==> config.mk <==
export PLATFORM = sky130hd
export DESIGN_NAME = lzpd_ctrl
export DESIGN_NICKNAME = d
export VERILOG_FILES = /design/src/lzpd_pkg.sv /design/src/lzpd_ctrl.sv
export SDC_FILE = /design/constraint.sdc
export NUM_CORES = 1
export LEC_CHECK = 0
export BUFFER_PORTS_ARGS = -buffer_cell sky130_fd_sc_hd__buf_2
export CAP_MARGIN = 20
export CORE_AREA = 2 2 39 41
export CTS_CLUSTER_SIZE = 30
export DETAILED_ROUTE_END_ITERATION = 8
export DIE_AREA = 0 0 41 43
export SLEW_MARGIN = 20
export SYNTH_ARGS = -nofsm -noshare
export SYNTH_HDL_FRONTEND = slang
export SYNTH_SLANG_ARGS = --single-unit
==> constraint.sdc <==
create_clock -name clk_i -period 1.5 [get_ports clk_i]
set_input_delay 0.15 -clock clk_i [delete_from_list [all_inputs] [get_ports clk_i]]
set_output_delay 0.15 -clock clk_i [all_outputs]
set_load 0.03 [all_outputs]
==> src/lzpd_pkg.sv <==
// Shared types and constants for the LZSS palette decompressor.
// Used by lzpd_ctrl, lzpd_datapath and the top level; depends on nothing.
package lzpd_pkg;

  localparam int WIN_DEPTH  = 4096;
  localparam int WIN_AW     = 12;
  localparam int CFG_DATA_W = 24;
  localparam int COPY_BIAS  = 3;

  localparam logic [1:0] CMD_START   = 2'd0;
  localparam logic [1:0] CMD_BYTE    = 2'd1;
  localparam logic [1:0] CMD_PALETTE = 2'd2;

  localparam logic CFG_COLOR_COUNT = 1'b0;
  localparam logic CFG_PIXEL_LIMIT = 1'b1;

  typedef enum logic [1:0] {
    PH_FLAG,
    PH_TOKEN,
    PH_REF2
  } phase_e;

  typedef struct packed {
    logic [1:0]  command;
    logic [7:0]  data_byte;
    logic        stream_end;
    logic [7:0]  palette_index;
    logic [15:0] palette_color;
  } in_item_t;

  typedef struct packed {
    logic [15:0] pixel;
    logic [23:0] pixel_position;
    logic        last_of_run;
    logic        image_done;
  } out_item_t;

  typedef struct packed {
    logic take;
    logic clr_step;
    logic rd;
    logic wr;
    logic emit;
  } ctrl_cmd_t;

  typedef struct packed {
    logic go_start;
    logic go_lit;
    logic go_copy;
    logic clr_last;
    logic pend_last;
    logic out_free;
  } ctrl_status_t;

endpackage

==> src/lzpd_ctrl.sv <==
// Controller state machine of the LZSS palette decompressor.
// Depends on lzpd_pkg; drives lzpd_datapath through command and status structs.
module lzpd_ctrl (
  input  logic                   clk_i,
  input  logic                   rst_ni,
  input  logic                   in_valid_i,
  output logic                   in_ready_o,
  input  lzpd_pkg::ctrl_status_t st_i,
  output lzpd_pkg::ctrl_cmd_t    cmd_o
);

  typedef enum logic [2:0] {
    S_IDLE,
    S_CLEAR,
    S_READ,
    S_WRITE,
    S_EMIT
  } state_e;

  state_e state_q, state_d;

  always_comb begin
    state_d = state_q;
    cmd_o   = '0;
    case (state_q)
      S_IDLE: begin
        if (in_valid_i) begin
          cmd_o.take = 1'b1;
          if (st_i.go_start) begin
            state_d = S_CLEAR;
          end else if (st_i.go_lit) begin
            state_d = S_WRITE;
          end else if (st_i.go_copy) begin
            state_d = S_READ;
          end
        end
      end
      S_CLEAR: begin
        cmd_o.clr_step = 1'b1;
        if (st_i.clr_last) begin
          state_d = S_IDLE;
        end
      end
      S_READ: begin
        cmd_o.rd = 1'b1;
        state_d  = S_WRITE;
      end
      S_WRITE: begin
        cmd_o.wr = 1'b1;
        state_d  = S_EMIT;
      end
      S_EMIT: begin
        if (st_i.out_free) begin
          cmd_o.emit = 1'b1;
          state_d    = st_i.pend_last ? S_IDLE : S_READ;
        end
      end
      default: begin
        state_d = S_IDLE;
      end
    endcase
  end

  always_ff @(posedge clk_i or negedge rst_ni) begin
    if (!rst_ni) begin
      state_q <= S_IDLE;
    end else begin
      state_q <= state_d;
    end
  end

  assign in_ready_o = (state_q == S_IDLE);

  a_start_clears: assert property (@(posedge clk_i) disable iff (!rst_ni)
    (state_q == S_IDLE && in_valid_i && st_i.go_start) |=> state_q == S_CLEAR)
    else $error("start item did not begin the window clear");

  a_clear_ends: assert property (@(posedge clk_i) disable iff (!rst_ni)
    (state_q == S_CLEAR && st_i.clr_last) |=> state_q == S_IDLE)
    else $error("window clear did not end after the last entry");

endmodule

==> run summary <==
area of the die -> 1760 um2
drt total wl -> 519 um
drt initial violations -> 0
Root Buffer -> clkbuf_4
DR WL/cell -> 9.27 um
post-synth top area share -> 0.357
setup violators final -> 0
number of rows in the core area -> 14
Slew HR -> 0.781
Num Clock Sinks -> 3
share of cells above drive strength 1 -> 0.450
vias in the first global route -> 230
GR Util All Layers -> 0.0827
worst hold slack -> 171 ps
clock skew -> 1.67 ps
CTS tree -> yes
drt via density -> 4.13
Final Util -> 0.241
largest reg by FF count -> state_q
clock latency at the later pin of the worst-skew pair -> 240 ps
post-route insts no fill -> 56
P_leak -> 0.165 nW
Multi-input gate area -> 131 um2
Max clock buf depth -> 2
max-slew violations -> 0
mapped cell area -> 210 um2
H-tree Lvls -> 1
largest registers -> state_q (3)
final worst slack -> 84.8 ps
slowest CP cell -> dfrtp_1
post-CTS setup buffer count -> 0
status -> completed
fin nets -> 50
Place WS -> 337 ps
sequential fraction of the synthesis area -> 0.357
synth top area cells -> dfrtp_1, nor3b_1, buf_2
port bufs -> 14
Largest register FFs -> 3
hold buffer count at cts -> 1
Reg area -> 75.1 um2
die width -> 41 um
detailed-router iteration count before antenna repair -> 1
initial core utilization -> 0.152
setup tns final -> 0 ps
Die Y -> 43 um
Post-CTS Resized -> 0
# DRC -> 0
Cell Pwr Density -> 2180 nW/um2
Netlist cell types -> 18
Routed Antenna Nets -> 0
largest net degree at the start of global routing -> 10
Worst-Margin Slew -> 324 ps
max frequency -> 707 MHz
cells along the critical path -> nor3_4, and2_1, buf_2
CP Data Required Time -> 1350 ps
critical path peak fanout -> 8
CTS Buf Count -> 3
endpoints failing hold -> 0
min cycle time layout -> 1420 ps
first-pass GRT wire length -> 862 um
RSZ-0062 raised after global routing -> false
Final period util -> 0.943
placed insts -> 51
Worst setup EP type -> primary output
crit path DAT -> 1270 ps
IR Drop Worst-Case VDD -> 0.717 mV
clock slew at reported path FFs -> 40 ps
CP max stage delay -> 470 ps
fillcell total -> 154
Reg2Reg Setup Slack -> 410 ps
Core Footprint -> 1380 um2
syn_nets -> 32
CP Launch Type -> flip-flop
Mapped Avg Cell Area -> 9.14 um2
GRT overflow -> 0
FF+latch count, synth -> 3
WS Path Type -> flip-flop to primary output
YS warnings -> 0
Hold Crit Class -> primary input to flip-flop
via count -> 231
Synth Instances -> 23
post-synth top area cell -> dfrtp_1
n_diodes -> 0
Max Cap Viol -> 0
# IOs -> 15
GP Congestion -> 0.704
Area growth syn-to-layout -> 58.3%
initial antenna violation count -> 0
-- cell usage after synthesis (all sizes together) --
cell type,count
a211oi,1
and2,2
and3,1
and3b,1
buf,2
dfrtp,3
mux2i,1
nand2b,1
nor2,2
nor3,1
nor3b,2
nor4,1
nor4b,1
o21a,1
o21ai,1
o31ai,1
or2,1
-- worst max-delay path: cells and delay by family (launching register included) --
kind	cells	cell delay [ps]
and+or+nand+nor	2	380
DFF	1	470
buffers and inverters	1	190
-- cell type report --
cell class                 instances  share of cell area
tap                               16              0.0602
timing repair buffer              15               0.241
multi-input combinational         18               0.395
clock buffer                       4              0.0789
sequential                         3               0.226
-- per-stage QoR --
step                total power [mW]  cell area (um2)
floorplan                      0.492              216
global placement               0.579              297
detailed placement             0.582              297
CTS                            0.735              333
global route                   0.774              333
finish                         0.724              333
-- power breakdown --
part / switching, mW / leakage, nW / internal, mW
logic: 0.220 / 0.112 / 0.153
registers: 0.0886 / 0.0382 / 0.117
clock network: 0.0459 / 0.0150 / 0.0999
total: 0.354 / 0.165 / 0.370
-- cells in the final DEF, fill, tap and decap left out, types with 2 or more instances in the layout --
cell type	Yosys	final
clkbuf_4	0	3
buf_2	2	14
dfrtp_1	3	3
nor2_1	2	2
nor3b_1	2	2
-- kinds of logic after synthesis --
logic type / synth area share
AOI/OAI and AO/OA: 0.131
buffers and inverters: 0.0476
DFF: 0.357
muxes: 0.0476
and+or+nand+nor: 0.417
-- per-layer routing --
metal,global-route usage,vias to the layer above,part of all wire
met2,0.0906,14,0.40
met1,0.0948,95,0.42
met5,0,-,0
met4,0.140,0,0.087
li1,-,118,-
met3,0.0157,4,0.085
-- path summary, 6_finish.rpt --
check | from | to | cells after the start
max | state_q[2] | cmd_o[4] | 3
max in group asynchronous | rst_ni | state_q[2] | 2
min in group asynchronous | rst_ni | state_q[0] | 2
max reg2reg | state_q[0] | state_q[1] | 2
min reg2reg | state_q[2] | state_q[0] | 1
min | st_i[2] | state_q[0] | 3
Note: power is estimated with default switching activity, not from simulation.
